**src/rtl/acsd_pkg.sv**
```systemverilog
// Shared types and constants for the hard-disk command decoder.
package acsd_pkg;

  // Operation codes.
  localparam logic [7:0] OP_TEST_READY   = 8'h00;
  localparam logic [7:0] OP_REQ_SENSE    = 8'h03;
  localparam logic [7:0] OP_FORMAT       = 8'h04;
  localparam logic [7:0] OP_READ6        = 8'h08;
  localparam logic [7:0] OP_WRITE6       = 8'h0a;
  localparam logic [7:0] OP_INQUIRY      = 8'h12;
  localparam logic [7:0] OP_MODE_SENSE   = 8'h1a;
  localparam logic [7:0] OP_READ_CAP     = 8'h25;
  localparam logic [7:0] OP_READ10       = 8'h28;
  localparam logic [7:0] OP_WRITE10      = 8'h2a;

  // Additional sense codes.
  localparam logic [7:0] ASC_NONE        = 8'h00;
  localparam logic [7:0] ASC_OPCODE      = 8'h20;
  localparam logic [7:0] ASC_RANGE       = 8'h21;
  localparam logic [7:0] ASC_LUN         = 8'h25;

  // Response lengths in 16-bit words.
  localparam logic [7:0] WORDS_CAPACITY  = 8'd4;
  localparam logic [7:0] WORDS_SENSE     = 8'd9;

  // Configuration register indexes.
  localparam logic [1:0] REG_DISK0_PRESENT = 2'd0;
  localparam logic [1:0] REG_DISK0_BLOCKS  = 2'd1;
  localparam logic [1:0] REG_DISK1_PRESENT = 2'd2;
  localparam logic [1:0] REG_DISK1_BLOCKS  = 2'd3;

  typedef enum logic [2:0] {
    ACT_NONE       = 3'd0,
    ACT_READ       = 3'd1,
    ACT_WRITE      = 3'd2,
    ACT_CAPACITY   = 3'd3,
    ACT_SENSE      = 3'd4,
    ACT_INQUIRY    = 3'd5,
    ACT_MODE_SENSE = 3'd6
  } action_e;

  typedef struct packed {
    logic        disk0_present;
    logic [31:0] disk0_blocks;
    logic        disk1_present;
    logic [31:0] disk1_blocks;
  } cfg_t;

  typedef struct packed {
    logic [2:0] target_id;
    logic [7:0] opcode;
    logic [7:0] cdb_byte1;
    logic [7:0] cdb_byte2;
    logic [7:0] cdb_byte3;
    logic [7:0] cdb_byte4;
    logic [7:0] cdb_byte5;
    logic [7:0] cdb_byte6;
    logic [7:0] cdb_byte7;
    logic [7:0] cdb_byte8;
  } cmd_t;

  typedef struct packed {
    logic        acknowledged;
    logic        check_condition;
    action_e     action;
    logic [31:0] transfer_lba;
    logic [15:0] transfer_blocks;
    logic [7:0]  response_words;
    logic [7:0]  reported_asc;
    logic        lun_absent;
  } result_t;

  typedef struct packed {
    logic       we;
    logic [7:0] code;
  } sense_upd_t;

endpackage

```
**src/rtl/acsd_cfg_regs.sv**
```systemverilog
// Configuration registers: target presence bits and target sizes.
module acsd_cfg_regs import acsd_pkg::*; (
  input  logic        clk_i,
  input  logic        rst_ni,
  input  logic        cfg_we_i,
  input  logic [1:0]  cfg_idx_i,
  input  logic [31:0] cfg_wdata_i,
  output cfg_t        cfg_o
);

  cfg_t cfg_q;

  always_ff @(posedge clk_i or negedge rst_ni) begin
    if (!rst_ni) begin
      cfg_q <= '0;
    end else if (cfg_we_i) begin
      case (cfg_idx_i)
        REG_DISK0_PRESENT: cfg_q.disk0_present <= cfg_wdata_i[0];
        REG_DISK0_BLOCKS:  cfg_q.disk0_blocks  <= cfg_wdata_i;
        REG_DISK1_PRESENT: cfg_q.disk1_present <= cfg_wdata_i[0];
        REG_DISK1_BLOCKS:  cfg_q.disk1_blocks  <= cfg_wdata_i;
        default: ;
      endcase
    end
  end

  assign cfg_o = cfg_q;

endmodule

```
**src/rtl/acsd_decode.sv**
```systemverilog
// Single-pass command decode: status, data action, range check and sense update.
module acsd_decode import acsd_pkg::*; #(
  parameter int NUM_TARGETS = 2
) (
  input  cmd_t       cmd_i,
  input  cfg_t       cfg_i,
  input  logic [7:0] sense_i,
  output result_t    res_o,
  output sense_upd_t upd_o
);

  logic        present;
  logic [31:0] blocks;
  logic        lun_nz;
  logic [8:0]  len6;
  logic [31:0] lba;
  logic [15:0] cnt;
  logic [32:0] end_blk;
  logic        in_range;
  action_e     rw_act;

  always_comb begin
    present = 1'b0;
    blocks  = '0;
    if ({1'b0, cmd_i.target_id} < 4'(NUM_TARGETS)) begin
      if (cmd_i.target_id == 3'd0) begin
        present = cfg_i.disk0_present;
        blocks  = cfg_i.disk0_blocks;
      end else if (cmd_i.target_id == 3'd1) begin
        present = cfg_i.disk1_present;
        blocks  = cfg_i.disk1_blocks;
      end
    end
  end

  assign lun_nz = cmd_i.cdb_byte1[7:5] != 3'd0;
  assign len6   = (cmd_i.cdb_byte4 == 8'd0) ? 9'd256 : {1'b0, cmd_i.cdb_byte4};

  // The 10-byte forms carry a full 32-bit address and a 16-bit count.
  always_comb begin
    if (cmd_i.opcode == OP_READ10 || cmd_i.opcode == OP_WRITE10) begin
      lba = {cmd_i.cdb_byte2, cmd_i.cdb_byte3, cmd_i.cdb_byte4, cmd_i.cdb_byte5};
      cnt = {cmd_i.cdb_byte7, cmd_i.cdb_byte8};
    end else begin
      lba = {11'd0, cmd_i.cdb_byte1[4:0], cmd_i.cdb_byte2, cmd_i.cdb_byte3};
      cnt = {7'd0, len6};
    end
  end

  // One extra bit keeps the end address from wrapping.
  assign end_blk  = {1'b0, lba} + {17'd0, cnt};
  assign in_range = end_blk <= {1'b0, blocks};
  assign rw_act   = (cmd_i.opcode == OP_READ6 || cmd_i.opcode == OP_READ10) ?
                    ACT_READ : ACT_WRITE;

  always_comb begin
    res_o        = '0;
    res_o.action = ACT_NONE;
    upd_o        = '0;
    if (present) begin
      res_o.acknowledged = 1'b1;
      upd_o.we           = 1'b1;
      upd_o.code         = ASC_NONE;
      case (cmd_i.opcode)
        OP_TEST_READY, OP_FORMAT, OP_READ_CAP, OP_MODE_SENSE: begin
          if (lun_nz) begin
            upd_o.code            = ASC_LUN;
            res_o.check_condition = 1'b1;
          end else if (cmd_i.opcode == OP_READ_CAP) begin
            res_o.action         = ACT_CAPACITY;
            res_o.response_words = WORDS_CAPACITY;
          end else if (cmd_i.opcode == OP_MODE_SENSE) begin
            res_o.action         = ACT_MODE_SENSE;
            res_o.response_words = len6[8:1];
          end
        end
        OP_REQ_SENSE: begin
          // Reports the stored code (or the LUN error) and leaves it cleared.
          res_o.action         = ACT_SENSE;
          res_o.response_words = WORDS_SENSE;
          res_o.reported_asc   = lun_nz ? ASC_LUN : sense_i;
        end
        OP_READ6, OP_READ10, OP_WRITE6, OP_WRITE10: begin
          if (lun_nz) begin
            upd_o.code            = ASC_LUN;
            res_o.check_condition = 1'b1;
          end else if (in_range) begin
            res_o.action          = rw_act;
            res_o.transfer_lba    = lba;
            res_o.transfer_blocks = cnt;
          end else begin
            upd_o.code            = ASC_RANGE;
            res_o.check_condition = 1'b1;
          end
        end
        OP_INQUIRY: begin
          res_o.action         = ACT_INQUIRY;
          res_o.response_words = len6[8:1];
          res_o.lun_absent     = lun_nz;
        end
        default: begin
          upd_o.code            = ASC_OPCODE;
          res_o.check_condition = 1'b1;
        end
      endcase
    end
  end

endmodule

```
**src/rtl/acsi_scsi_command_decoder.sv**
```systemverilog
// Top level of the hard-disk command decoder: channels, pipeline and sense store.
//
// The block decodes one command block per transfer on the input channel
// (target number, opcode and command bytes 1 to 8) and returns one status
// item per command on the output channel. Both channels use valid/ready;
// a transfer happens on a rising edge where valid and ready are both high.
// Configuration is written through cfg_we_i / cfg_idx_i / cfg_wdata_i; the
// user must do so only while the block is idle (the block does not enforce
// this). Index 0/2: presence of targets zero/one; 1/3: sizes in 512-byte blocks.
// A command taken on the input channel lands in the input register, and its
// result is loaded into the output register once that is free or being emptied,
// raising out_valid_o. Throughput is one command per cycle unless the
// receiver stalls: the decode is a single pass of combinational logic between
// the two registers, with the 33-bit range add and compare as the longest path.
// The stored sense code of a target is updated on the same edge that loads
// the result, so the next command already sees it.
// When the receiver stalls, the result waits in the output register and one
// more command waits in the input register; only then does in_ready_o drop.
// Reset clears both valid flags, all configuration and the sense codes.
module acsi_scsi_command_decoder import acsd_pkg::*; #(
  parameter int NUM_TARGETS = 2
) (
  input  logic        clk_i,
  input  logic        rst_ni,
  // Configuration write port.
  input  logic        cfg_we_i,
  input  logic [1:0]  cfg_idx_i,
  input  logic [31:0] cfg_wdata_i,
  // Command channel.
  input  logic        in_valid_i,
  output logic        in_ready_o,
  input  logic [2:0]  target_id_i,
  input  logic [7:0]  opcode_i,
  input  logic [7:0]  cdb_byte1_i,
  input  logic [7:0]  cdb_byte2_i,
  input  logic [7:0]  cdb_byte3_i,
  input  logic [7:0]  cdb_byte4_i,
  input  logic [7:0]  cdb_byte5_i,
  input  logic [7:0]  cdb_byte6_i,
  input  logic [7:0]  cdb_byte7_i,
  input  logic [7:0]  cdb_byte8_i,
  // Status channel.
  output logic        out_valid_o,
  input  logic        out_ready_i,
  output logic        acknowledged_o,
  output logic        check_condition_o,
  output logic [2:0]  action_o,
  output logic [31:0] transfer_lba_o,
  output logic [15:0] transfer_blocks_o,
  output logic [7:0]  response_words_o,
  output logic [7:0]  reported_asc_o,
  output logic        lun_absent_o
);

  // Only targets zero and one can ever be attached, so no more sense
  // entries are kept than that.
  localparam int NumSense = (NUM_TARGETS < 2) ? NUM_TARGETS : 2;

  cfg_t       cfg;
  cmd_t       s1_q;
  logic       s1_valid_q;
  result_t    out_q;
  logic       out_valid_q;
  logic       advance;
  logic [7:0] sense_q [NumSense];
  logic [7:0] sense_rd;
  result_t    dec_res;
  sense_upd_t dec_upd;

  acsd_cfg_regs u_cfg (
    .clk_i       (clk_i),
    .rst_ni      (rst_ni),
    .cfg_we_i    (cfg_we_i),
    .cfg_idx_i   (cfg_idx_i),
    .cfg_wdata_i (cfg_wdata_i),
    .cfg_o       (cfg)
  );

  // The input register moves on when the output register is free or is
  // being emptied in this cycle.
  assign advance    = s1_valid_q && (!out_valid_q || out_ready_i);
  assign in_ready_o = !s1_valid_q || advance;

  always_ff @(posedge clk_i or negedge rst_ni) begin
    if (!rst_ni) begin
      s1_valid_q  <= 1'b0;
      out_valid_q <= 1'b0;
    end else begin
      if (in_ready_o) begin
        s1_valid_q <= in_valid_i;
      end
      if (advance) begin
        out_valid_q <= 1'b1;
      end else if (out_ready_i) begin
        out_valid_q <= 1'b0;
      end
    end
  end

  always_ff @(posedge clk_i) begin
    if (in_ready_o && in_valid_i) begin
      s1_q <= '{target_id: target_id_i, opcode: opcode_i,
                cdb_byte1: cdb_byte1_i, cdb_byte2: cdb_byte2_i,
                cdb_byte3: cdb_byte3_i, cdb_byte4: cdb_byte4_i,
                cdb_byte5: cdb_byte5_i, cdb_byte6: cdb_byte6_i,
                cdb_byte7: cdb_byte7_i, cdb_byte8: cdb_byte8_i};
    end
    if (advance) begin
      out_q <= dec_res;
    end
  end

  // Stored sense code of the addressed target.
  always_comb begin
    sense_rd = ASC_NONE;
    for (int i = 0; i < NumSense; i++) begin
      if (s1_q.target_id == 3'(i)) begin
        sense_rd = sense_q[i];
      end
    end
  end

  acsd_decode #(
    .NUM_TARGETS (NUM_TARGETS)
  ) u_decode (
    .cmd_i   (s1_q),
    .cfg_i   (cfg),
    .sense_i (sense_rd),
    .res_o   (dec_res),
    .upd_o   (dec_upd)
  );

  // An absent target never asks for a write, so the index is always in range.
  always_ff @(posedge clk_i or negedge rst_ni) begin
    if (!rst_ni) begin
      for (int i = 0; i < NumSense; i++) begin
        sense_q[i] <= ASC_NONE;
      end
    end else if (advance && dec_upd.we) begin
      for (int i = 0; i < NumSense; i++) begin
        if (s1_q.target_id == 3'(i)) begin
          sense_q[i] <= dec_upd.code;
        end
      end
    end
  end

  assign out_valid_o       = out_valid_q;
  assign acknowledged_o    = out_q.acknowledged;
  assign check_condition_o = out_q.check_condition;
  assign action_o          = out_q.action;
  assign transfer_lba_o    = out_q.transfer_lba;
  assign transfer_blocks_o = out_q.transfer_blocks;
  assign response_words_o  = out_q.response_words;
  assign reported_asc_o    = out_q.reported_asc;
  assign lun_absent_o      = out_q.lun_absent;

  // A held command is not lost while the result register is blocked.
  a_s1_hold: assert property (@(posedge clk_i) disable iff (!rst_ni)
    (s1_valid_q && !advance) |=> s1_valid_q)
    else $error("command dropped from input register while stalled");

  // A check condition never starts a data phase.
  a_chk_no_action: assert property (@(posedge clk_i) disable iff (!rst_ni)
    (advance && dec_res.check_condition) |-> (dec_res.action == ACT_NONE))
    else $error("check condition with nonzero action");

  // A nak carries no status and leaves the sense codes alone.
  a_nak_quiet: assert property (@(posedge clk_i) disable iff (!rst_ni)
    (advance && !dec_res.acknowledged) |->
      (!dec_res.check_condition && !dec_upd.we))
    else $error("nak with status or sense update");

  // A good status for target zero leaves its stored code cleared.
  a_good_clears: assert property (@(posedge clk_i) disable iff (!rst_ni)
    (advance && dec_res.acknowledged && !dec_res.check_condition &&
     s1_q.target_id == 3'd0) |=> (sense_q[0] == ASC_NONE))
    else $error("sense code not cleared after good status");

  // A result is only loaded while the output register can take it.
  a_no_overwrite: assert property (@(posedge clk_i) disable iff (!rst_ni)
    (out_valid_q && !out_ready_i) |-> !advance)
    else $error("result register overwritten while stalled");

endmodule
```
**config.mk**
```make
export PLATFORM = sky130hd
export DESIGN_NAME = acsi_scsi_command_decoder
export DESIGN_NICKNAME = d
export VERILOG_FILES = /design/src/rtl/acsd_pkg.sv /design/src/rtl/acsd_cfg_regs.sv /design/src/rtl/acsd_decode.sv /design/src/rtl/acsi_scsi_command_decoder.sv
export SDC_FILE = /design/constraint.sdc
export NUM_CORES = 1
export LEC_CHECK = 0
export BUFFER_PORTS_ARGS = -buffer_cell sky130_fd_sc_hd__clkbuf_2
export CORE_AREA = 2 2 170 122
export CTS_BUF_LIST = sky130_fd_sc_hd__clkbuf_4 sky130_fd_sc_hd__clkbuf_8
export DETAILED_ROUTE_END_ITERATION = 10
export DIE_AREA = 0 0 172 124
export PLACE_DENSITY = 0.77
export SYNTH_ARGS = -nofsm -noshare
export SYNTH_HDL_FRONTEND = slang
export SYNTH_SLANG_ARGS = --single-unit
```
**constraint.sdc**
```tcl
create_clock -name clk_i -period 5.8 [get_ports clk_i]
set_input_delay 0.29 -clock clk_i [delete_from_list [all_inputs] [get_ports clk_i]]
set_output_delay 0.29 -clock clk_i [all_outputs]
set_load 0.01 [all_outputs]
```
After elaboration in Yosys (flattened, before gate mapping). Cells that the tools add are included.

Bits in registers: 221. Input bits: 114. Output and inout port bits: 72. Word-level logic and storage cells: 112.

Add/sub/neg operators: 1. Magnitude comparators: 2. Equal/unequal tests: 13. Muxes and demuxes: 38. Bitwise logic cells: 4. Reductions and logical operators: 28.

Operator list (count): 32-bit 2-to-1 mux (4); 51-bit 2-to-1 mux (2); 70-bit 2-to-1 mux (1); 8-bit 2-to-1 mux (8); 48-bit 2-to-1 mux (1); 8-bit one-hot mux with 3 select lines (2); 32-bit by 16-bit adder with 33-bit output (1); 33-bit by 32-bit <= comparator with 1-bit output (1); 8-bit by 6-bit equality test with 1-bit output (second input constant) (3); 9-bit 2-to-1 mux (2); 8-bit by 4-bit equality test with 1-bit output (second input constant) (2); 8-bit by 5-bit equality test with 1-bit output (second input constant) (2); 8-bit logical NOT (2); 16-bit 2-to-1 mux (1); 2-bit AND reduction (8); 6-bit 2-to-1 mux (2); 3-bit one-hot mux with 4 select lines (1); 4-bit OR reduction (3); 1-bit 2-to-1 mux (9); 3-bit 2-to-1 mux (3); 8-bit by 2-bit equality test with 1-bit output (second input constant) (1); 8-bit by 3-bit equality test with 1-bit output (second input constant) (1); 2-bit equality test (second input constant) (2); 1-bit logical OR (4); 14 further kinds (20).

Logic depth before layout (Yosys ltp).
Depth after elaboration: 11. Mapped depth: 26. Mapped depth without buffers: 24.

Hierarchy. Synthesis repeated with hierarchy kept, for this count alone.

Cell total of the unflattened synthesis: 876. Area, all modules: 11379.7 um2.

Modules (own cells, without submodules): acsi_scsi_command_decoder (times used 1, cells each 198, area an instance 5166.2 um2, sequential area each 4804.6 um2); acsd_decode (times used 1, cells each 536, area an instance 3473.3 um2, sequential area each 0.0 um2); acsd_cfg_regs (times used 1, cells each 142, area an instance 2740.1 um2, sequential area each 1651.6 um2).

Worst setup path before layout. Ideal clock, no wire load.

Path type: flip-flop to flip-flop. Start point: register s1_q[67] (netlist bit). End point: register out_q (netlist bit transfer_lba_o[30]), data pin. Library setup time: 150 ps. Arrival: 5591 ps. Data required time: 5650 ps. Path slack: 59 ps. Cell stages (with the launch flop): 27. Buffers on the path: 3. Period minus slack after synthesis: 5741 ps. Cells stage by stage: edfxtp_1 > nor3b_1 > nand2_1 > nor2_1 > clkbuf_1 > clkbuf_1 > nand2_1 > nand2_1 > ha_1 > a211oi_1 > o21ai_0 > a221oi_1 > a211o_1 > nor4b_2 > nand2_1 > xor2_1 > nor2_1 > ha_1 > nand2_1 > or4_1 > or3_1 > o21ai_2 > a211oi_1 > nand2b_1 > or4_4 > buf_6 > nor3_2.

Longest elaborated chain between the ends: 7. Elaborated cells on any way between the ends: 13. Those cells by class: add/sub: 1; order compare: 1; eq/ne: 4; mux: 2; bitwise: 2; reduce/logical: 3.

Ends and longest elaborated chain: start, declared (RTL line acsi_scsi_command_decoder.sv:60) `cmd_t s1_q;`; start signal, assigned (RTL line acsi_scsi_command_decoder.sv:102) `s1_q <= '{target_id: target_id_i, opcode: opcode_i,`; 8-bit by 6-bit equality test with 1-bit output (RTL line acsd_decode.sv:41) `if (cmd_i.opcode == OP_READ10 || cmd_i.opcode == OP_WRITE10) begin`; 1-bit logical OR (*) (RTL line acsd_decode.sv:41); 32-bit 2-to-1 mux (*) (RTL line acsd_decode.sv:41); named net u_decode.lba[7] (RTL line acsd_decode.sv:16) `logic [31:0] lba;`; 32-bit by 16-bit adder with 33-bit output (*) (RTL line acsd_decode.sv:51) `assign end_blk = {1'b0, lba} + {17'd0, cnt};`; 33-bit by 32-bit <= comparator with 1-bit output (*) (RTL line acsd_decode.sv:52) `assign in_range = end_blk <= {1'b0, blocks};`; 1-bit inverter (no line) (*); 4-bit OR reduction (no line) (*); end signal, assigned (RTL line acsi_scsi_command_decoder.sv:109) `out_q <= dec_res;`; end, declared (RTL line acsi_scsi_command_decoder.sv:62) `result_t out_q;`.

The timed path passes the listed nets; every way through them passes the cells marked *. A chain may end at the register's enable or synchronous reset.

Final worst setup path.
Start point: register s1_q[71] (netlist bit). End point: register out_q (netlist bit transfer_lba_o[4]), data pin.

Longest elaborated chain between the ends: 7. Elaborated cells on any way between the ends: 13. Those cells by class: add/sub: 1; order compare: 1; eq/ne: 4; mux: 2; bitwise: 2; reduce/logical: 3.

Ends and longest elaborated chain: 8-bit by 6-bit equality test with 1-bit output (RTL line acsd_decode.sv:41); 1-bit logical OR (*) (RTL line acsd_decode.sv:41); 16-bit 2-to-1 mux (*) (RTL line acsd_decode.sv:41); named net u_decode.cnt[4] (RTL line acsd_decode.sv:17) `logic [15:0] cnt;`; 32-bit by 16-bit adder with 33-bit output (*) (RTL line acsd_decode.sv:51); 33-bit by 32-bit <= comparator with 1-bit output (*) (RTL line acsd_decode.sv:52); 1-bit inverter (no line) (*); 4-bit OR reduction (no line) (*).

Marked as above.

==> results.tsv <==
stage	metric	value	unit
placed_design	pre-CTS setup slack	-0.200	ns
power_and_ir_drop	Net Switching	0.000956	W
drt	drt pass-1 iters	6	
clock_tree	H-tree level count	1	
global_route	remaining global-route overflow	0	
final_layout	layout overhead on the synthesized area	40.6	%
sta	hold_ws	0.0645	ns
global_route	initial antenna violation count	1	
setup_path	WP buf/inv	4	
yosys	Mapped Area	0.0101	mm2
yosys	area leader, netlist	edfxtp_1	
sta	final hold violation count	0	
final_layout	fraction of layout cells with a size suffix above 1	41.3	%
drt	DRC Markers	0	
yosys	mux share of post-synthesis cell area	7.90	%
setup_path	Top delay family on crit path	simple AND/OR/NAND/NOR gates	
floorplan	chip height	124	um
setup_path	CP Class	reg -> reg	
power_and_ir_drop	P per Cell Area	260	mW/mm2
yosys	number of synthesis warnings	0	
global_route	vias in the first global route	8157	
outcome	failing checks	setup timing	
placed_design	placed inst area	0.0117	mm2
placed_design	HPWL after DPL	18.1	mm
drt	post-route ant nets	0	
yosys	Cells after Synth	814	
yosys	post-synthesis compound-gate area fraction	10.6	%
yosys	asr flop ratio synth	35.9	%
final_layout	post-route cell area	0.0141	mm2
yosys	prevailing post-synth register cell	edfxtp_1	
drt	initial DRC count	741	
setup_path	critical path arrival	6.33	ns
floorplan	# rows	43	
clock_tree	CTS tree	done	
placed_design	Port Buffers	172	
sta	Max transition margin	36.7	%
setup_path	worst-path fanout max	7	
power_and_ir_drop	combinational share of power	17.2	%
floorplan	Die W	172	um
power_and_ir_drop	Seq pwr share	49.5	%
final_layout	nets@finish	1344	
setup_path	Req. time, crit path	6.22	ns
power_and_ir_drop	VDD IR max	189	uV
yosys	EDFF count, synth	132	
drt	mean routed wirelength per cell	20.0	um
sta	Worst Tran Pin Value	0.949	ns
final_layout	final std cells w/o fill	1476	
sta	minimum clock period	5.91	ns
placed_design	placed cell count	1296	
job	maxcap violations	0	
yosys	Post-Synth Adder-Cell Area	6.17	%
outcome	outcome	finished with violations	
yosys	register bit total from synthesis	206	
clock_tree	clk slew on worst S/H paths	0.07	ns
yosys	Synth top area share	39.4	%
sta	final setup vio count	50	
yosys	ranking of synthesized cells by area	edfxtp_1 (39%), dfrtp_1 (18%), mux2_2 (7.5%)	
sta	max-slew violation count	0	
sta	final setup TNS	-2.93	ns
clock_tree	total CTS buffers	31	
clock_tree	root buffer cell	clkbuf_8	
global_route	Global Route Usage Sum	26.2	%
clock_tree	clk sink count	206	
floorplan	die area	0.0213	mm2
power_and_ir_drop	Clk network pwr share	33.3	%
clock_tree	Clk Latency, worst-skew pair	0.57	ns
placed_design	RD Place Congestion	0.894	
yosys	post-synthesis simple-gate area fraction	12.9	%
yosys	Yosys cell types	59	
min_path	HP Class	in -> reg	
sta	Setup Skew	0.0266	ns
final_layout	Filler cells	1311	
power_and_ir_drop	internal power component	0.00271	W
yosys	Post-Syn Area per Cell	12.3	um2
sta	final period utilization	102	%
yosys	sequential area share after synthesis	57.9	%
clock_tree	Longest Clk Path Bufs	3	
power_and_ir_drop	Leak Pwr	5.95	nW
yosys	main combinational cell family by area after synthesis	simple AND/OR/NAND/NOR gates	
setup_path	Critical Path Source Type	register	
sta	worst setup margin	-0.114	ns
floorplan	initial core utilization	51.3	%
sta	RSZ-0062 raised after global routing	yes	
power_and_ir_drop	switch share	26.1	%
floorplan	I/O pin count	186	
drt	routed wire length	29.5	mm
setup_path	slowest stage delay, CP	0.54	ns
drt	total number of vias	8222	
yosys	Synth Area in XOR/XNOR	2.53	%
drt	Vias/cell	5.57	
setup_path	Crit. End Element	register	
floorplan	Core ar.	0.0196	mm2
setup_path	Crit-path slowest cell	or4_4	
sta	max frequency	0.169	GHz
global_route	first-pass GRT wire length	42.7	mm
global_route	largest net degree at the start of global routing	75	
power groups by stage:
stage                     clock [W]  sequential, W  combinational (W)
after floorplan                   0        0.00183           0.000296
after CTS                   0.00123        0.00181           0.000572
after global routing        0.00130        0.00183           0.000684
after detailed placement          0        0.00184           0.000513
after global placement            0        0.00183           0.000492
final                       0.00122        0.00182           0.000630
state kept, by name, summed over array words and instances, names as in the netlist:
signal,flops
acknowledged_o,1
action_o,3
check_condition_o,1
lun_absent_o,1
out_valid_o,1
reported_asc_o,3
response_words_o,8
s1_q,67
s1_valid_q,1
sense_q,6
transfer_blocks_o,16
transfer_lba_o,32
u_cfg.cfg_o,66
cells by family (layout without fill, tap and decap cells):
| kind of cell | Yosys count | in the layout |
|---|---|---|
| and+or+nand+nor | 255 | 255 |
| DFF | 206 | 206 |
| AOI/OAI and AO/OA | 157 | 157 |
| muxes | 71 | 71 |
| adders and majority gates | 49 | 49 |
| buffers and inverters | 46 | 433 |
| xor gates and xnor gates | 29 | 29 |
| other | 1 | 6 |
cells in the mapped netlist, drive strengths merged (2+ instances only):
cell     instances
o21a             6
a22o             2
o21ai           33
or4              3
a2111oi          2
clkbuf          19
and4             3
nand3           18
or3              7
a211o            3
a21o             5
a31oi            2
xnor2           16
nor3b            5
nand3b           4
nand2b           5
nand2           98
nand4           10
nor4             3
inv             15
ha              48
or2              2
edfxtp         132
nor2            34
dfrtp           74
a211oi           7
nor2b            2
mux2i            4
a22oi           34
nor3            13
o211ai           4
mux2            67
a221oi           5
xor2            13
and3            12
a21oi           49
and2            31
buf             12
placed cells by master, fill, tap and decap left out, types with 12 or more instances in the layout:
cell and count:
nor2_1 31, xor2_1 12, a21oi_1 24, nand3_1 12
buf_4 73, xnor2_1 16, a22oi_1 34, clkbuf_2 171
ha_1 35, o21ai_0 17, a21oi_2 23, clkbuf_4 18
nand2_2 19, ha_4 12, dlygate4sd3_1 101, inv_1 15
edfxtp_1 132, nand2_1 73, mux2_2 67, and2_1 23
dfrtp_1 74, clkbuf_8 35
path summary, 6_finish.rpt:
check | start | end | slack [ns] | depth (start not counted)
setup / recovery | s1_q[71]$_DFFE_PP_ | transfer_lba_o[4]$_SDFFCE_PP0P_ | -0.11 | 26
hold / removal | cfg_wdata_i[0] | u_cfg.cfg_o[32]$_DFFE_PN0P_ | 0.06 | 2
setup reg to reg | s1_q[71]$_DFFE_PP_ | transfer_lba_o[4]$_SDFFCE_PP0P_ | -0.11 | 26
hold reg to reg | s1_valid_q$_DFFE_PN0N_ | out_valid_o$_DFFE_PN0P_ | 0.50 | 1
max in group asynchronous | rst_ni | u_cfg.cfg_o[46]$_DFFE_PN0P_ | 4.68 | 3
min in group asynchronous | rst_ni | u_cfg.cfg_o[32]$_DFFE_PN0P_ | 0.49 | 3
area by class of cell:
class	count	area [um2]	share of cell area [%]
sequential	206	5820	41.2
multi-input combinational	566	4570	32.4
timing repair buffer	361	2710	19.2
clock buffer	53	617	4.36
tap	270	338	2.39
inverter	15	56.3	0.398
clock inverter	4	18.8	0.133
antenna	1	2.50	0.0177
what timing repair did:
item | 4_1_cts | 5_1_grt
setup buffers | 3 | 13
endpoints found under the setup margin | 53 | 55
pin swaps | 5 | 30
gates resized for setup | 11 | 123
cloned | 1 | 4
hold buffers | 101 | 0
endpoints found under the hold margin | 188 | 0
stage by stage:
step           utilization (%)  total power (W)
3_3_place_gp              59.6          0.00232
5_1_grt                   72.2          0.00382
2_1_floorplan                -          0.00213
4_1_cts                   68.5          0.00362
3_5_place_dp              59.6          0.00235
6_report                  72.2          0.00367
metal layers:
metal	up-vias	wire [um]	part of all wire [%]	GRT usage (%)
met5	-	0	0	0
met4	0	528	1.8	6.09
met3	53	2830	9.6	4.35
met2	436	14000	47	43.9
met1	3964	12100	41	36.1
li1	3769	-	-	-
Power figures use the tool's default switching activity.
